### src/design/cma_pkg.sv
// Shared constants, types and a function for the calendar month adder.
`default_nettype none
package cma_pkg;

	localparam int YEAR_W  = 14;
	localparam int MONTH_W = 4;
	localparam int DAY_W   = 5;
	localparam int DELTA_W = 18;
	localparam int STAT_W  = 2;

	localparam int YEAR_MAX      = 9999;
	localparam int MONTHS        = 12;
	localparam int DIV12_BIAS_Q  = 11000;
	localparam int DIV12_BIAS    = DIV12_BIAS_Q * MONTHS;
	localparam int DIV12_X_W     = 19;
	localparam int DIV12_Q_W     = 16;
	localparam int RECIP12       = 43691;
	localparam int RECIP12_SHIFT = 19;
	localparam int RECIP25       = 5243;
	localparam int RECIP25_SHIFT = 17;
	localparam int Q25_W         = 10;
	localparam int YSUM_W        = 20;

	typedef enum logic [STAT_W-1:0] {
		ST_OK        = 2'd0,
		ST_RANGE     = 2'd1,
		ST_BAD_MONTH = 2'd2
	} cma_status_t;

	typedef struct packed {
		logic s2;
		logic s3;
	} cma_div_en_t;

	function automatic logic [DAY_W-1:0] month_days(input logic [MONTH_W-1:0] month,
		input logic leap);
		logic [DAY_W-1:0] len;
		begin
			unique case (month)
				4'd2: len = leap ? 5'd29 : 5'd28;
				4'd4, 4'd6, 4'd9, 4'd11: len = 5'd30;
				default: len = 5'd31;
			endcase
			return len;
		end
	endfunction

endpackage
`default_nettype wire

### src/design/cma_div12.sv
// Two-stage floor division by twelve of a biased month count.
`default_nettype none
module cma_div12
	import cma_pkg::*;
(
	input  wire logic                 clk,
	input  wire cma_div_en_t          en,
	input  wire logic [DIV12_X_W-1:0] x,
	output logic      [DIV12_Q_W-1:0] q,
	output logic      [MONTH_W-1:0]   r
);

	localparam int PROD_W = DIV12_X_W + DIV12_Q_W;
	localparam int DIFF_W = DIV12_X_W + 2;

	logic [PROD_W-1:0]    prod;
	logic [DIV12_Q_W-1:0] q0_s2;
	logic [DIV12_X_W-1:0] x_s2;
	logic [DIFF_W-1:0]    diff;
	logic                 neg;
	logic [DIV12_Q_W-1:0] q_s3;
	logic [MONTH_W-1:0]   r_s3;

	assign prod = PROD_W'(x) * PROD_W'(RECIP12);

	always_ff @(posedge clk) begin
		if (en.s2) begin
			q0_s2 <= prod[PROD_W-1:RECIP12_SHIFT];
			x_s2  <= x;
		end
	end

	assign diff = DIFF_W'(x_s2) - DIFF_W'(q0_s2) * DIFF_W'(MONTHS);
	assign neg  = diff[DIFF_W-1];

	always_ff @(posedge clk) begin
		if (en.s3) begin
			q_s3 <= neg ? q0_s2 - DIV12_Q_W'(1) : q0_s2;
			r_s3 <= neg ? diff[MONTH_W-1:0] + MONTH_W'(MONTHS) : diff[MONTH_W-1:0];
		end
	end

	assign q = q_s3;
	assign r = r_s3;

endmodule
`default_nettype wire

### src/design/calendar_month_adder_top.sv
// Top level of the calendar month adder pipeline.
// Shifts a date by a signed count of months or years and clamps the day to the
// new month's length. Six register stages: input capture, reciprocal multiply
// for the division by twelve, quotient correction, year add, reciprocal
// multiply for the century test, then clamp and saturation into the output
// register. One transaction is accepted per cycle unless the pipeline is full
// behind a stalled output; a stalled output backs up only as far as empty
// stages allow.
`default_nettype none
module calendar_month_adder_top
	import cma_pkg::*;
(
	input  wire logic        clk,
	input  wire logic        arst_n,
	input  wire logic        s_axis_tvalid,
	output logic             s_axis_tready,
	// [13:0] start_year, [17:14] start_month, [22:18] start_day,
	// [40:23] delta_amount, [47:41] zero
	input  wire logic [47:0] s_axis_tdata,
	// [0] req_type
	input  wire logic        s_axis_tuser,
	output logic             m_axis_tvalid,
	input  wire logic        m_axis_tready,
	// [13:0] result_year, [17:14] result_month, [22:18] result_day,
	// [24:23] status, [31:25] zero
	output logic      [31:0] m_axis_tdata
);

	logic [YEAR_W-1:0]  in_year;
	logic [MONTH_W-1:0] in_month;
	logic [DAY_W-1:0]   in_day;
	logic [DELTA_W-1:0] in_delta;
	logic [MONTH_W-1:0] in_mon0;
	logic [YSUM_W-1:0]  x_sum;

	logic v_s1, v_s2, v_s3, v_s4, v_s5, out_v_q;
	logic en1, en2, en3, en4, en5, en6;
	cma_div_en_t div_en;

	logic               type_s1, type_s2, type_s3;
	logic [YEAR_W-1:0]  year_s1, year_s2, year_s3;
	logic [MONTH_W-1:0] mon0_s1, mon0_s2, mon0_s3;
	logic [DELTA_W-1:0] delta_s1, delta_s2, delta_s3;
	logic [DAY_W-1:0]   day_s1, day_s2, day_s3, day_s4, day_s5;
	logic               bad_s1, bad_s2, bad_s3, bad_s4, bad_s5;
	logic [DIV12_X_W-1:0] x_s1;

	logic [DIV12_Q_W-1:0] div_q;
	logic [MONTH_W-1:0]   div_r;

	logic [DELTA_W:0]   qs;
	logic [YSUM_W-1:0]  year_sum;
	logic [MONTH_W-1:0] month_new;
	logic [YSUM_W-1:0]  year_s4, year_s5;
	logic [MONTH_W-1:0] month_s4, month_s5;

	localparam int P25_W = YEAR_W + 13;
	logic [P25_W-1:0]  prod25;
	logic [Q25_W-1:0]  q25_s5;

	logic [YEAR_W-1:0]  y_lo;
	logic               div25, leap, yr_low, yr_high;
	logic [DAY_W-1:0]   len;

	logic [YEAR_W-1:0]  res_year_q;
	logic [MONTH_W-1:0] res_month_q;
	logic [DAY_W-1:0]   res_day_q;
	cma_status_t        status_q;

	assign in_year  = s_axis_tdata[13:0];
	assign in_month = s_axis_tdata[17:14];
	assign in_day   = s_axis_tdata[22:18];
	assign in_delta = s_axis_tdata[40:23];
	assign in_mon0  = in_month - MONTH_W'(1);
	assign x_sum    = {{(YSUM_W-DELTA_W){in_delta[DELTA_W-1]}}, in_delta}
		+ YSUM_W'(in_mon0) + YSUM_W'(DIV12_BIAS);

	assign en6 = !out_v_q || m_axis_tready;
	assign en5 = !v_s5 || en6;
	assign en4 = !v_s4 || en5;
	assign en3 = !v_s3 || en4;
	assign en2 = !v_s2 || en3;
	assign en1 = !v_s1 || en2;
	assign s_axis_tready = en1;
	assign div_en = '{s2: en2, s3: en3};

	always_ff @(posedge clk or negedge arst_n) begin
		if (!arst_n) begin
			v_s1    <= 1'b0;
			v_s2    <= 1'b0;
			v_s3    <= 1'b0;
			v_s4    <= 1'b0;
			v_s5    <= 1'b0;
			out_v_q <= 1'b0;
		end else begin
			if (en1) v_s1 <= s_axis_tvalid;
			if (en2) v_s2 <= v_s1;
			if (en3) v_s3 <= v_s2;
			if (en4) v_s4 <= v_s3;
			if (en5) v_s5 <= v_s4;
			if (en6) out_v_q <= v_s5;
		end
	end

	always_ff @(posedge clk) begin
		if (en1) begin
			type_s1  <= s_axis_tuser;
			year_s1  <= in_year;
			mon0_s1  <= in_mon0;
			day_s1   <= in_day;
			delta_s1 <= in_delta;
			bad_s1   <= (in_month < MONTH_W'(1)) || (in_month > MONTH_W'(MONTHS));
			x_s1     <= x_sum[DIV12_X_W-1:0];
		end
		if (en2) begin
			type_s2  <= type_s1;
			year_s2  <= year_s1;
			mon0_s2  <= mon0_s1;
			day_s2   <= day_s1;
			delta_s2 <= delta_s1;
			bad_s2   <= bad_s1;
		end
		if (en3) begin
			type_s3  <= type_s2;
			year_s3  <= year_s2;
			mon0_s3  <= mon0_s2;
			day_s3   <= day_s2;
			delta_s3 <= delta_s2;
			bad_s3   <= bad_s2;
		end
		if (en4) begin
			year_s4  <= year_sum;
			month_s4 <= month_new;
			day_s4   <= day_s3;
			bad_s4   <= bad_s3;
		end
		if (en5) begin
			year_s5  <= year_s4;
			month_s5 <= month_s4;
			day_s5   <= day_s4;
			bad_s5   <= bad_s4;
			q25_s5   <= prod25[P25_W-1:RECIP25_SHIFT];
		end
	end

	cma_div12 u_div12 (
		.clk (clk),
		.en  (div_en),
		.x   (x_s1),
		.q   (div_q),
		.r   (div_r)
	);

	assign qs = type_s3 ? {delta_s3[DELTA_W-1], delta_s3}
		: (DELTA_W+1)'(div_q) - (DELTA_W+1)'(DIV12_BIAS_Q);
	assign year_sum  = {{(YSUM_W-DELTA_W-1){qs[DELTA_W]}}, qs} + YSUM_W'(year_s3);
	assign month_new = (type_s3 ? mon0_s3 : div_r) + MONTH_W'(1);

	assign prod25 = P25_W'(year_s4[YEAR_W-1:0]) * P25_W'(RECIP25);

	assign y_lo    = year_s5[YEAR_W-1:0];
	assign div25   = (YEAR_W'(q25_s5) * YEAR_W'(25)) == y_lo;
	assign leap    = (y_lo[1:0] == 2'd0) && (!div25 || (y_lo[3:0] == 4'd0));
	assign len     = month_days(month_s5, leap);
	assign yr_low  = year_s5[YSUM_W-1];
	assign yr_high = !yr_low && (year_s5 > YSUM_W'(YEAR_MAX));

	always_ff @(posedge clk) begin
		if (en6) begin
			priority if (bad_s5) begin
				res_year_q  <= '0;
				res_month_q <= '0;
				res_day_q   <= '0;
				status_q    <= ST_BAD_MONTH;
			end else if (yr_low) begin
				res_year_q  <= '0;
				res_month_q <= MONTH_W'(1);
				res_day_q   <= DAY_W'(1);
				status_q    <= ST_RANGE;
			end else if (yr_high) begin
				res_year_q  <= YEAR_W'(YEAR_MAX);
				res_month_q <= MONTH_W'(MONTHS);
				res_day_q   <= DAY_W'(31);
				status_q    <= ST_RANGE;
			end else begin
				res_year_q  <= y_lo;
				res_month_q <= month_s5;
				res_day_q   <= (day_s5 > len) ? len : day_s5;
				status_q    <= ST_OK;
			end
		end
	end

	assign m_axis_tvalid = out_v_q;
	assign m_axis_tdata  = {7'd0, status_q, res_day_q, res_month_q, res_year_q};

	a_stall_from_output: assert property (@(posedge clk) disable iff (!arst_n)
		!s_axis_tready |-> (out_v_q && !m_axis_tready))
		else $error("input stalled while output is free");

	a_div_remainder: assert property (@(posedge clk) disable iff (!arst_n)
		(v_s3 && !type_s3) |-> (div_r < MONTH_W'(MONTHS)))
		else $error("month remainder out of range");

	a_ok_month: assert property (@(posedge clk) disable iff (!arst_n)
		(out_v_q && status_q == ST_OK) |->
		(res_month_q >= MONTH_W'(1) && res_month_q <= MONTH_W'(MONTHS)
		&& res_year_q <= YEAR_W'(YEAR_MAX)))
		else $error("ok result with bad month or year");

	a_range_ends: assert property (@(posedge clk) disable iff (!arst_n)
		(out_v_q && status_q == ST_RANGE) |->
		(res_year_q == '0 || res_year_q == YEAR_W'(YEAR_MAX)))
		else $error("saturated year not at a range end");

	a_bad_zero: assert property (@(posedge clk) disable iff (!arst_n)
		(out_v_q && status_q == ST_BAD_MONTH) |->
		(res_year_q == '0 && res_month_q == '0 && res_day_q == '0))
		else $error("invalid month result not cleared");

endmodule
`default_nettype wire
### config.mk
export PLATFORM = sky130hd
export DESIGN_NAME = calendar_month_adder_top
export DESIGN_NICKNAME = d
export VERILOG_FILES = /design/src/design/cma_pkg.sv /design/src/design/cma_div12.sv /design/src/design/calendar_month_adder_top.sv
export SDC_FILE = /design/constraint.sdc
export NUM_CORES = 1
export LEC_CHECK = 0
export BUFFER_PORTS_ARGS = -buffer_cell sky130_fd_sc_hd__buf_4
export CAP_MARGIN = 15
export CORE_MARGIN = 1.5
export CORE_UTILIZATION = 64
export CTS_CLUSTER_SIZE = 24
export DETAILED_ROUTE_END_ITERATION = 12
export HOLD_SLACK_MARGIN = 0.06
export PLACE_DENSITY = 0.9
export SLEW_MARGIN = 10
export SYNTH_ARGS = -nofsm -noshare
export SYNTH_HDL_FRONTEND = slang
export SYNTH_SLANG_ARGS = --single-unit
export TNS_END_PERCENT = 20
### constraint.sdc
create_clock -name clk -period 8.2 [get_ports clk]
set_clock_uncertainty 0.05 [all_clocks]
set_input_delay 2.46 -clock clk [delete_from_list [all_inputs] [get_ports clk]]
set_output_delay 2.46 -clock clk [all_outputs]
set_load 0.03 [all_outputs]
Word level (Yosys, flattened, before mapping)
Index checks and enable logic that the tools add are counted.
- register bits after elaboration: 304
- input port bits: 53
- reduce and logical (&&, ||, !) cells: 23
- muxes and demuxes: 14
- magnitude comparators: 4
- add/subtract/negate cells: 9
- equal/unequal tests: 6
- multiply operators: 4
- operators with widths (cell ; count):
    $mul 19x16->35 const B ; 1
    $mul 14x13->27 const B ; 1
    $sub 19x20->21 ; 1
    $add 19x15->20 ; 1
    $gt 20x14->1 const B ; 1
    $add 18x5->19 ; 1
    $add 19x19->19 const B ; 1
    $mux 19 ; 1
    $mul 16x2->18 const B ; 1
    $sub 16x14->17 const B ; 1
    $mux 16 ; 1
    $sub 16x1->16 const B ; 1
    $eq 14x14->1 ; 1
    $mul 10x5->14 const B ; 1
    $mux 14 ; 1
    $mux 4 ; 3
    $mux 5 ; 2
    $eq 4x3->1 const B ; 2
    $eq 4x4->1 const B ; 2
    $logic_not 1->1 ; 8
    $logic_or 1x1->1 ; 8
    $gt 5x5->1 ; 1
    $mux 1 ; 5
    $add 4x1->4 const B ; 1
    12 further kinds ; 13

Longest topological paths before layout
Gate-level depths: netlist (run 1).
- depth after elaboration: 11
- depth in mapped cells: 22
- depth with buffers taken out: 22

By module
Synthesis (run 1) repeated with hierarchy kept, for this count alone.
- cell total of the unflattened synthesis: 1856
- area total of the unflattened synthesis: 22527.9 sq um
- modules (own cells, without submodules) (module ; cells an instance ; sequential area each (sq um) ; times used ; area each (sq um)):
    calendar_month_adder_top ; 1021 ; 7447.1 ; 1 ; 13955.9
    cma_div12 ; 835 ; 1651.6 ; 1 ; 8572.0

Worst setup path after synthesis (run 1)
Ideal clock, no wire load.
- kind: input port to output port
- from: input m_axis_tready
- to: output s_axis_tready
- buffers on the path: 0
- cell stages on the path: 4
- data arrival time: 5.512 ns
- path slack: 0.178 ns
- path through: nor2b_1 > nand3_1 > nor2_1 > nand3_1
- word-level cells in the longest chain between the ends: 6
- RTL lines (element ; RTL line ; source):
    start: declaration ; calendar_month_adder_top.sv:23 ; input wire logic m_axis_tready,
    $logic_or 1x1->1 ; calendar_month_adder_top.sv:78 ; assign en6 = !out_v_q || m_axis_tready;
    $logic_or 1x1->1 ; calendar_month_adder_top.sv:79 ; assign en5 = !v_s5 || en6;
    $logic_or 1x1->1 ; calendar_month_adder_top.sv:80 ; assign en4 = !v_s4 || en5;
    named net en4 ; calendar_month_adder_top.sv:37 ; logic en1, en2, en3, en4, en5, en6;
    $logic_or 1x1->1 ; calendar_month_adder_top.sv:81 ; assign en3 = !v_s3 || en4;
    $logic_or 1x1->1 ; calendar_month_adder_top.sv:82 ; assign en2 = !v_s2 || en3;
    $logic_or 1x1->1 ; calendar_month_adder_top.sv:83 ; assign en1 = !v_s1 || en2;
    end: declaration ; calendar_month_adder_top.sv:16 ; output logic s_axis_tready,
The timed path passes the listed nets, and every way through them passes these cells.

Final worst setup path (run 1)
Same ends and word-level chain as after synthesis.

==> flow_summary.html, run 1 <==
<table>
<tr><th>Metric</th><th>Value</th></tr>
<tr><th colspan="2">STA</th></tr>
<tr><td>Count of endpoints failing setup in the final report</td><td>0</td></tr>
<tr><td>Slew @ Worst Pin</td><td>~1.1 ns</td></tr>
<tr><td>Max-slew headroom</td><td>~30%</td></tr>
<tr><td>Post-layout minimum cycle time</td><td>6.42 ns</td></tr>
<tr><td>Final count of pins violating max slew</td><td>0</td></tr>
<tr><td>Maximum clock rate</td><td>0.156 GHz</td></tr>
<tr><td>Hold Vio Cnt, Final</td><td>0</td></tr>
<tr><td>Unrepaired setup endpoints after global routing</td><td>false</td></tr>
<tr><td>Setup total negative slack</td><td>0 ns</td></tr>
<tr><td>Final period util</td><td>78.4%</td></tr>
<tr><th colspan="2">Synth</th></tr>
<tr><td>Top-area cell type share of the netlist area</td><td>about two fifths</td></tr>
<tr><td>Share of synthesized area occupied by flip-flops and latches</td><td>41.6%</td></tr>
<tr><td>Leading register cell type out of synthesis</td><td>edfxtp_1</td></tr>
<tr><td>Instance count of the mapped netlist</td><td>roughly 1,700</td></tr>
<tr><td>Netlist Area Pre-Place</td><td>21,900 µm²</td></tr>
<tr><td>EDFF count, synth</td><td>298</td></tr>
<tr><td>Async SR Flop Fraction</td><td>1.97%</td></tr>
<tr><td>Mean area per synthesized cell</td><td>between 10 and 15 µm²</td></tr>
<tr><td>Yosys warning total</td><td>0</td></tr>
<tr><td>Synth unique cells</td><td>57</td></tr>
<tr><td>Cell type with the largest total area after synthesis</td><td>edfxtp_1</td></tr>
<tr><td>Seq cells post-synth</td><td>304</td></tr>
<tr><td>Biggest area contributors in the synthesized netlist</td><td>edfxtp_1, ha_1, fa_1</td></tr>
<tr><th colspan="2">Die</th></tr>
<tr><td>Core Box Area</td><td>33,600 µm²</td></tr>
<tr><td>X dimension of the die</td><td>188 µm</td></tr>
<tr><td>Die Span Y</td><td>roughly 190 µm</td></tr>
<tr><td>Number of ports placed on the die boundary</td><td>87</td></tr>
<tr><td>Die area</td><td>35,300 µm²</td></tr>
<tr><td>Starting density of the core</td><td>65.1%</td></tr>
<tr><td>Standard-cell row count</td><td>67</td></tr>
<tr><th colspan="2">Clock network</th></tr>
<tr><td>Gates resized, CTS repair</td><td>0</td></tr>
<tr><td>Number of buffers added to fix hold violations after cts</td><td>0</td></tr>
<tr><td>CTS buffer count</td><td>28</td></tr>
<tr><td>Clock slew at the register clock pins of the worst setup and hold paths</td><td>approximately 0.07 ns</td></tr>
<tr><td>Post CTS Setup Buffer Count</td><td>0</td></tr>
<tr><td>Maximum root-to-sink buffer count</td><td>3</td></tr>
<tr><td>Maximum level of the CTS H-tree</td><td>1</td></tr>
<tr><td>Clock network latency to the later pin of the worst-skew pair</td><td>0.55 ns</td></tr>
<tr><td>CTS sink cnt</td><td>304</td></tr>
<tr><td>Clock tree root buffer cell</td><td>clkbuf_16</td></tr>
<tr><td>CTS tree</td><td>yes</td></tr>
<tr><th colspan="2">Finish</th></tr>
<tr><td>Multi-input logic area</td><td>11,500 µm²</td></tr>
<tr><td>Final Util</td><td>a little under three quarters</td></tr>
<tr><td>Signed area change from the synthesized netlist to the final layout</td><td>9.19%</td></tr>
<tr><td>Fill cells</td><td>about 2,200</td></tr>
<tr><td>Count of inserted antenna diode cells</td><td>0</td></tr>
<tr><td>Sequential cell area</td><td>around 9100 µm²</td></tr>
<tr><td>Nets</td><td>2,413</td></tr>
<tr><td>Layout cells sized above 1</td><td>between 7 and 8%</td></tr>
<tr><th colspan="2">Worst setup path</th></tr>
<tr><td>Crit-path slowest cell</td><td>nor2_1</td></tr>
<tr><td>Count of buffering cells on the critical path with inverters included</td><td>3</td></tr>
<tr><td>Crit-path cells</td><td>buf_4 -&gt; nor2b_1 -&gt; nand3_1 -&gt; buf_4 -&gt; nor2_1 -&gt; nand3_4 -&gt; buf_4</td></tr>
<tr><td>Arrival time at the worst endpoint</td><td>a little under 4 ns</td></tr>
<tr><td>CP Class</td><td>input pin to primary output</td></tr>
<tr><td>Critical Path End Type</td><td>primary output</td></tr>
<tr><td>Max FO, Critical Path</td><td>32</td></tr>
<tr><td>Largest delay contributor family on the critical path</td><td>simple AND/OR/NAND/NOR gates</td></tr>
<tr><td>Largest stage delay on the critical path</td><td>0.42 ns</td></tr>
<tr><td>Required time worst endpoint</td><td>5.69 ns</td></tr>
<tr><td>Startpoint kind of the worst setup timing path</td><td>input pin</td></tr>
<tr><td>Most prevalent standard cell on the critical path</td><td>buf_4</td></tr>
<tr><th colspan="2">Route</th></tr>
<tr><td>Total DRC errors in the routed layout</td><td>0</td></tr>
<tr><td>Via total after detailed routing</td><td>approximately 13,000</td></tr>
<tr><td>Remaining antenna violation count after routing</td><td>0</td></tr>
<tr><td>Average wire per standard cell</td><td>between 15 and 20 µm</td></tr>
<tr><td>Starting DRT DRC Count</td><td>751</td></tr>
<tr><td>Vias per std cell</td><td>5.62</td></tr>
<tr><td>Total iterations of the first detailed-routing run</td><td>5</td></tr>
<tr><td>WL final</td><td>42,600 µm</td></tr>
<tr><th colspan="2">Global routing</th></tr>
<tr><td>Overall overflow remaining after global route</td><td>0</td></tr>
<tr><td>Antenna violations before repair</td><td>0</td></tr>
<tr><td>Wire length of the first global-routing pass</td><td>70,500 µm</td></tr>
<tr><td>Via count of the first global-routing pass</td><td>14,300</td></tr>
<tr><td>GRT Overall Usage</td><td>25.4%</td></tr>
<tr><td>Pin count of the biggest net entering global routing</td><td>80</td></tr>
<tr><th colspan="2">Status</th></tr>
<tr><td>Outcome</td><td>finished, final reports clean</td></tr>
<tr><th colspan="2">Placement</th></tr>
<tr><td>GP Congestion</td><td>0.942</td></tr>
<tr><td>HPWL after detailed placement</td><td>34,000 µm</td></tr>
<tr><td>Port Buffer Count</td><td>72</td></tr>
<tr><th colspan="2">Flow run</th></tr>
<tr><td>Count of maximum capacitance violations</td><td>0</td></tr>
<tr><th colspan="2">Min path</th></tr>
<tr><td>Hold crit path type</td><td>flop to flop</td></tr>
</table>
-- through the flow --
stage          cells  hold WS, ns  setup slack (ns)  instance area (µm²)
3_3_place_gp    2264        0.353              1.81                23000
2_1_floorplan   1753        0.350             0.178                21900
4_1_cts         2315        0.365              1.77                23900
6_report        2316        0.362              1.78                23900
5_1_grt         2316        0.372              1.63                23900
3_5_place_dp    2264        0.355              1.77                23000
-- cells in the mapped netlist, drive strengths merged (11+ instances only) --
library cell,instances
xor2,34
a21oi,56
nor2,62
nand3,16
and3,11
ha,338
nand2,66
nor2b,14
o21bai,11
edfxtp,298
xnor2,86
inv,337
a211oi,11
nand4,12
o21ai,49
nand2b,14
o21a,25
nor3,18
a21o,26
fa,175
-- layout by cell type, fill, tap and decap left out, types with 34 or more instances in the layout --
cell	Yosys	final
a21oi_1	54	54
buf_4	7	79
edfxtp_1	298	298
fa_1	175	175
ha_1	338	338
inv_1	337	336
nand2_1	66	65
nor2_1	62	62
o21ai_0	44	44
xnor2_1	86	86
xor2_1	34	34
-- flip-flops by register name (all words and copies together), names as in the netlist, 10 cells and up --
signal / count
delta_s2: 18
u_div12.q: 16
x_s1: 19
q25_s5: 10
u_div12.q0_s2: 16
res_year_q: 14
year_s1: 14
delta_s1: 18
year_s3: 14
year_s2: 14
year_s5: 20
year_s4: 20
delta_s3: 18
u_div12.x_s2: 19
-- layer usage --
metal / vias to the layer above / share of wire (%) / global-route usage [%]
met5: - / 0 / 0
met4: 0 / 3.2 / 8.43
met3: 98 / 3.7 / 2.43
met2: 340 / 55 / 48.8
met1: 6431 / 38 / 29.4
li1: 6136 / - / -
-- cells by family (layout without fill, tap and decap cells) --
logic type	after synthesis	after routing	share of synthesized area (%)
AO/OA/AOI/OAI	212	212	6.34
XOR/XNOR	120	120	4.81
adder cells (fa/ha/maj)	513	513	35.4
buffers and inverters	352	467	6.17
flip-flops	304	304	41.6
multiplexers	15	15	0.738
other	1	7	0.0171
AND/OR/NAND/NOR	230	230	4.98
-- worst paths after layout --
check                         startpoint                 to  slack, ns  cells after the start
max                        m_axis_tready      s_axis_tready       1.78                      7
min                          month_s4[2]        month_s5[2]       0.36                      0
max reg2reg                      x_s1[1]  u_div12.q0_s2[14]       2.01                     17
min reg2reg                  month_s4[2]        month_s5[2]       0.36                      0
max in group asynchronous         arst_n      m_axis_tvalid       6.31                      1
min in group asynchronous         arst_n               v_s1       1.66                      1
-- layout make-up --
type / count / area share, %
inverter: 337 / 5.30
clock inverter: 17 / 0.728
tap: 448 / 2.35
timing repair buffer: 79 / 2.48
sequential: 304 / 38.1
multi-input combinational: 1097 / 48.0
clock buffer: 34 / 3.03
Power of run 1 is left out: the tool's default activity adds up to more than one toggle a clock period on the data nets, which glitch-free logic cannot reach.
==> run 2, diff against run 1 <==
==> constraint.sdc (replaced) <==
create_clock -name clk -period 6.2 [get_ports clk]
set_clock_uncertainty 0.05 [all_clocks]
set_input_delay 1.86 -clock clk [delete_from_list [all_inputs] [get_ports clk]]
set_output_delay 1.86 -clock clk [all_outputs]
set_load 0.03 [all_outputs]
==> flow_summary.html, run 2 (synthesis results as in run 1) <==
<table>
<tr><th>Metric</th><th>Value</th></tr>
<tr><th colspan="2">Status</th></tr>
<tr><td>Outcome</td><td>finished, final reports clean</td></tr>
<tr><th colspan="2">Global routing</th></tr>
<tr><td>Layer carrying the most global-route usage</td><td>met2</td></tr>
<tr><td>Overall overflow remaining after global route</td><td>0</td></tr>
<tr><td>Met3 track utilization from global routing</td><td>3.29%</td></tr>
<tr><td>Met2 usage in global routing</td><td>48.7%</td></tr>
<tr><td>Antenna violations before repair</td><td>1</td></tr>
<tr><td>Met1 Track Usage GR</td><td>29.8%</td></tr>
<tr><td>GRT Overall Usage</td><td>25.8%</td></tr>
<tr><td>Pin count of the biggest net entering global routing</td><td>64</td></tr>
<tr><td>Via count of the first global-routing pass</td><td>14,500</td></tr>
<tr><td>Wire length of the first global-routing pass</td><td>71,800 µm</td></tr>
<tr><th colspan="2">Clock network</th></tr>
<tr><td>Maximum level of the CTS H-tree</td><td>1</td></tr>
<tr><td>Gates resized, CTS repair</td><td>0</td></tr>
<tr><td>CTS buffer count</td><td>28</td></tr>
<tr><td>Clock slew at the register clock pins of the worst setup and hold paths</td><td>0.07 ns</td></tr>
<tr><td>Clock tree root buffer cell</td><td>clkbuf_16</td></tr>
<tr><td>Number of buffers added to fix hold violations after cts</td><td>0</td></tr>
<tr><td>CTS tree</td><td>yes</td></tr>
<tr><td>CTS sink cnt</td><td>approximately 300</td></tr>
<tr><td>Post CTS Setup Buffer Count</td><td>0</td></tr>
<tr><td>Clock network latency to the later pin of the worst-skew pair</td><td>0.56 ns</td></tr>
<tr><td>Maximum root-to-sink buffer count</td><td>3</td></tr>
<tr><th colspan="2">Finish</th></tr>
<tr><td>Commonest non-fill, non-tap cells in the layout</td><td>ha_1, inv_1, edfxtp_1, fa_1, buf_4</td></tr>
<tr><td>Fill cells</td><td>a little over 2,000</td></tr>
<tr><td>Final Util</td><td>71.4%</td></tr>
<tr><td>Nets</td><td>2,425</td></tr>
<tr><td>Layout cells sized above 1</td><td>under 10%</td></tr>
<tr><td>Count of inserted antenna diode cells</td><td>0</td></tr>
<tr><td>Signed area change from the synthesized netlist to the final layout</td><td>9.69%</td></tr>
<tr><td>Final Instance Count excl. Fillers</td><td>approximately 2,300</td></tr>
<tr><td>Leading cell type in the layout, fill and taps excluded</td><td>ha_1</td></tr>
<tr><td>Largest registers</td><td>year_s4 (20), year_s5 (20)</td></tr>
<tr><th colspan="2">Placement</th></tr>
<tr><td>HPWL after detailed placement</td><td>approximately 34,000 µm</td></tr>
<tr><td>GP Congestion</td><td>0.926</td></tr>
<tr><td>Number of instances in the placed design</td><td>2,277</td></tr>
<tr><td>Port Buffer Count</td><td>72</td></tr>
<tr><th colspan="2">Route</th></tr>
<tr><td>Starting DRT DRC Count</td><td>720</td></tr>
<tr><td>Average wire per standard cell</td><td>18.8 µm</td></tr>
<tr><td>Total DRC errors in the routed layout</td><td>0</td></tr>
<tr><td>Vias per std cell</td><td>5.63</td></tr>
<tr><td>Via total after detailed routing</td><td>roughly 13,000</td></tr>
<tr><td>Total iterations of the first detailed-routing run</td><td>5</td></tr>
<tr><td>WL final</td><td>about 44,000 µm</td></tr>
<tr><td>Remaining antenna violation count after routing</td><td>0</td></tr>
<tr><th colspan="2">STA</th></tr>
<tr><td>Setup total negative slack</td><td>0 ns</td></tr>
<tr><td>Max-slew headroom</td><td>between 20% and 30%</td></tr>
<tr><td>Post-layout minimum cycle time</td><td>5.95 ns</td></tr>
<tr><td>Count of endpoints failing setup in the final report</td><td>0</td></tr>
<tr><td>Slew @ Worst Pin</td><td>1.10 ns</td></tr>
<tr><td>Hold Vio Cnt, Final</td><td>0</td></tr>
<tr><td>Unrepaired setup endpoints after global routing</td><td>false</td></tr>
<tr><td>Final count of pins violating max slew</td><td>0</td></tr>
<tr><td>Maximum clock rate</td><td>0.168 GHz</td></tr>
<tr><td>Final period util</td><td>95.9%</td></tr>
<tr><th colspan="2">Min path</th></tr>
<tr><td>WHS Path Cells</td><td>0</td></tr>
<tr><td>Hold crit path type</td><td>flop to flop</td></tr>
<tr><th colspan="2">Worst setup path</th></tr>
<tr><td>CP Class</td><td>flop to flop</td></tr>
<tr><td>Worst reg2reg path depth</td><td>17</td></tr>
<tr><td>Startpoint kind of the worst setup timing path</td><td>flop</td></tr>
<tr><td>Critical Path End Type</td><td>flop</td></tr>
<tr><td>Max FO, Critical Path</td><td>7</td></tr>
<tr><td>Required time worst endpoint</td><td>6.43 ns</td></tr>
<tr><td>Arrival time at the worst endpoint</td><td>6.17 ns</td></tr>
<tr><th colspan="2">Die</th></tr>
<tr><td>Starting density of the core</td><td>65.1%</td></tr>
<tr><td>Die Span Y</td><td>188 µm</td></tr>
<tr><td>Core Box Area</td><td>between 30,000 and 40,000 µm²</td></tr>
<tr><td>Standard-cell row count</td><td>67</td></tr>
<tr><td>X dimension of the die</td><td>roughly 190 µm</td></tr>
<tr><td>Number of ports placed on the die boundary</td><td>87</td></tr>
<tr><td>Die area</td><td>35,300 µm²</td></tr>
<tr><th colspan="2">Flow run</th></tr>
<tr><td>Count of maximum capacitance violations</td><td>0</td></tr>
</table>
## run 2: changes by cell type in the layout (fill, tap and decap cells not counted), moves of 2 or more
cell | before | now
buf_4 | 79 | 91
clkinv_2 | 1 | 8
clkbuf_1 | 6 | 2
clkinv_1 | 8 | 5
clkinv_4 | 1 | 3
## run 2: metrics by stage
step	worst slack, ns	instance area, µm²	hold slack, ns
finish	0.254	24000	0.361
global route	0.0403	24000	0.374
CTS	0.275	24000	0.365
detailed placement	0.290	23100	0.355
global placement	0.346	23100	0.352
floorplan	0.319	21900	0.350
## run 2: cell type report
| class | count | area, µm² | area share (%) |
|---|---|---|---|
| clock buffer | 31 | 733 | 3.06 |
| tap | 448 | 561 | 2.34 |
| timing repair buffer | 91 | 683 | 2.85 |
| sequential | 304 | 9100 | 37.9 |
| clock inverter | 21 | 173 | 0.720 |
| inverter | 337 | 1260 | 5.27 |
| multi-input combinational | 1097 | 11500 | 47.8 |
## run 2: path summary, 6_finish.rpt
check                             end  slack (ns)        from
hold reg to reg            year_s2[7]        0.36  year_s1[7]
max in group asynchronous        v_s4        4.92      arst_n
min in group asynchronous        v_s3        1.06      arst_n
hold / removal             year_s2[7]        0.36  year_s1[7]
setup reg to reg            q25_s5[9]        0.25  year_s4[8]
setup / recovery            q25_s5[9]        0.25  year_s4[8]
## run 2: critical path: stages, from the launching register on
cell and delay (ns):
edfxtp_1 0.60, ha_1 0.41, inv_1 0.06, fa_1 0.52, inv_1 0.06, fa_1 0.49
inv_1 0.05, fa_1 0.46, fa_1 0.55, inv_1 0.04, ha_1 0.21, a2111oi_0 0.65
a211o_1 0.34, a311oi_1 0.18, o21a_1 0.25, o21a_1 0.23, o41ai_1 0.37, xnor2_1 0.15
## run 2: metal layers
| metal | part of all wire, % | vias to the layer above | wire [µm] |
|---|---|---|---|
| met3 | 4.1 | 108 | 1810 |
| met2 | 54 | 356 | 23600 |
| met1 | 38 | 6495 | 16700 |
| met4 | 3.5 | 0 | 1550 |
| met5 | 0 | - | 0 |
| li1 | - | 6158 | - |
Power of run 2 is left out for the same reason.
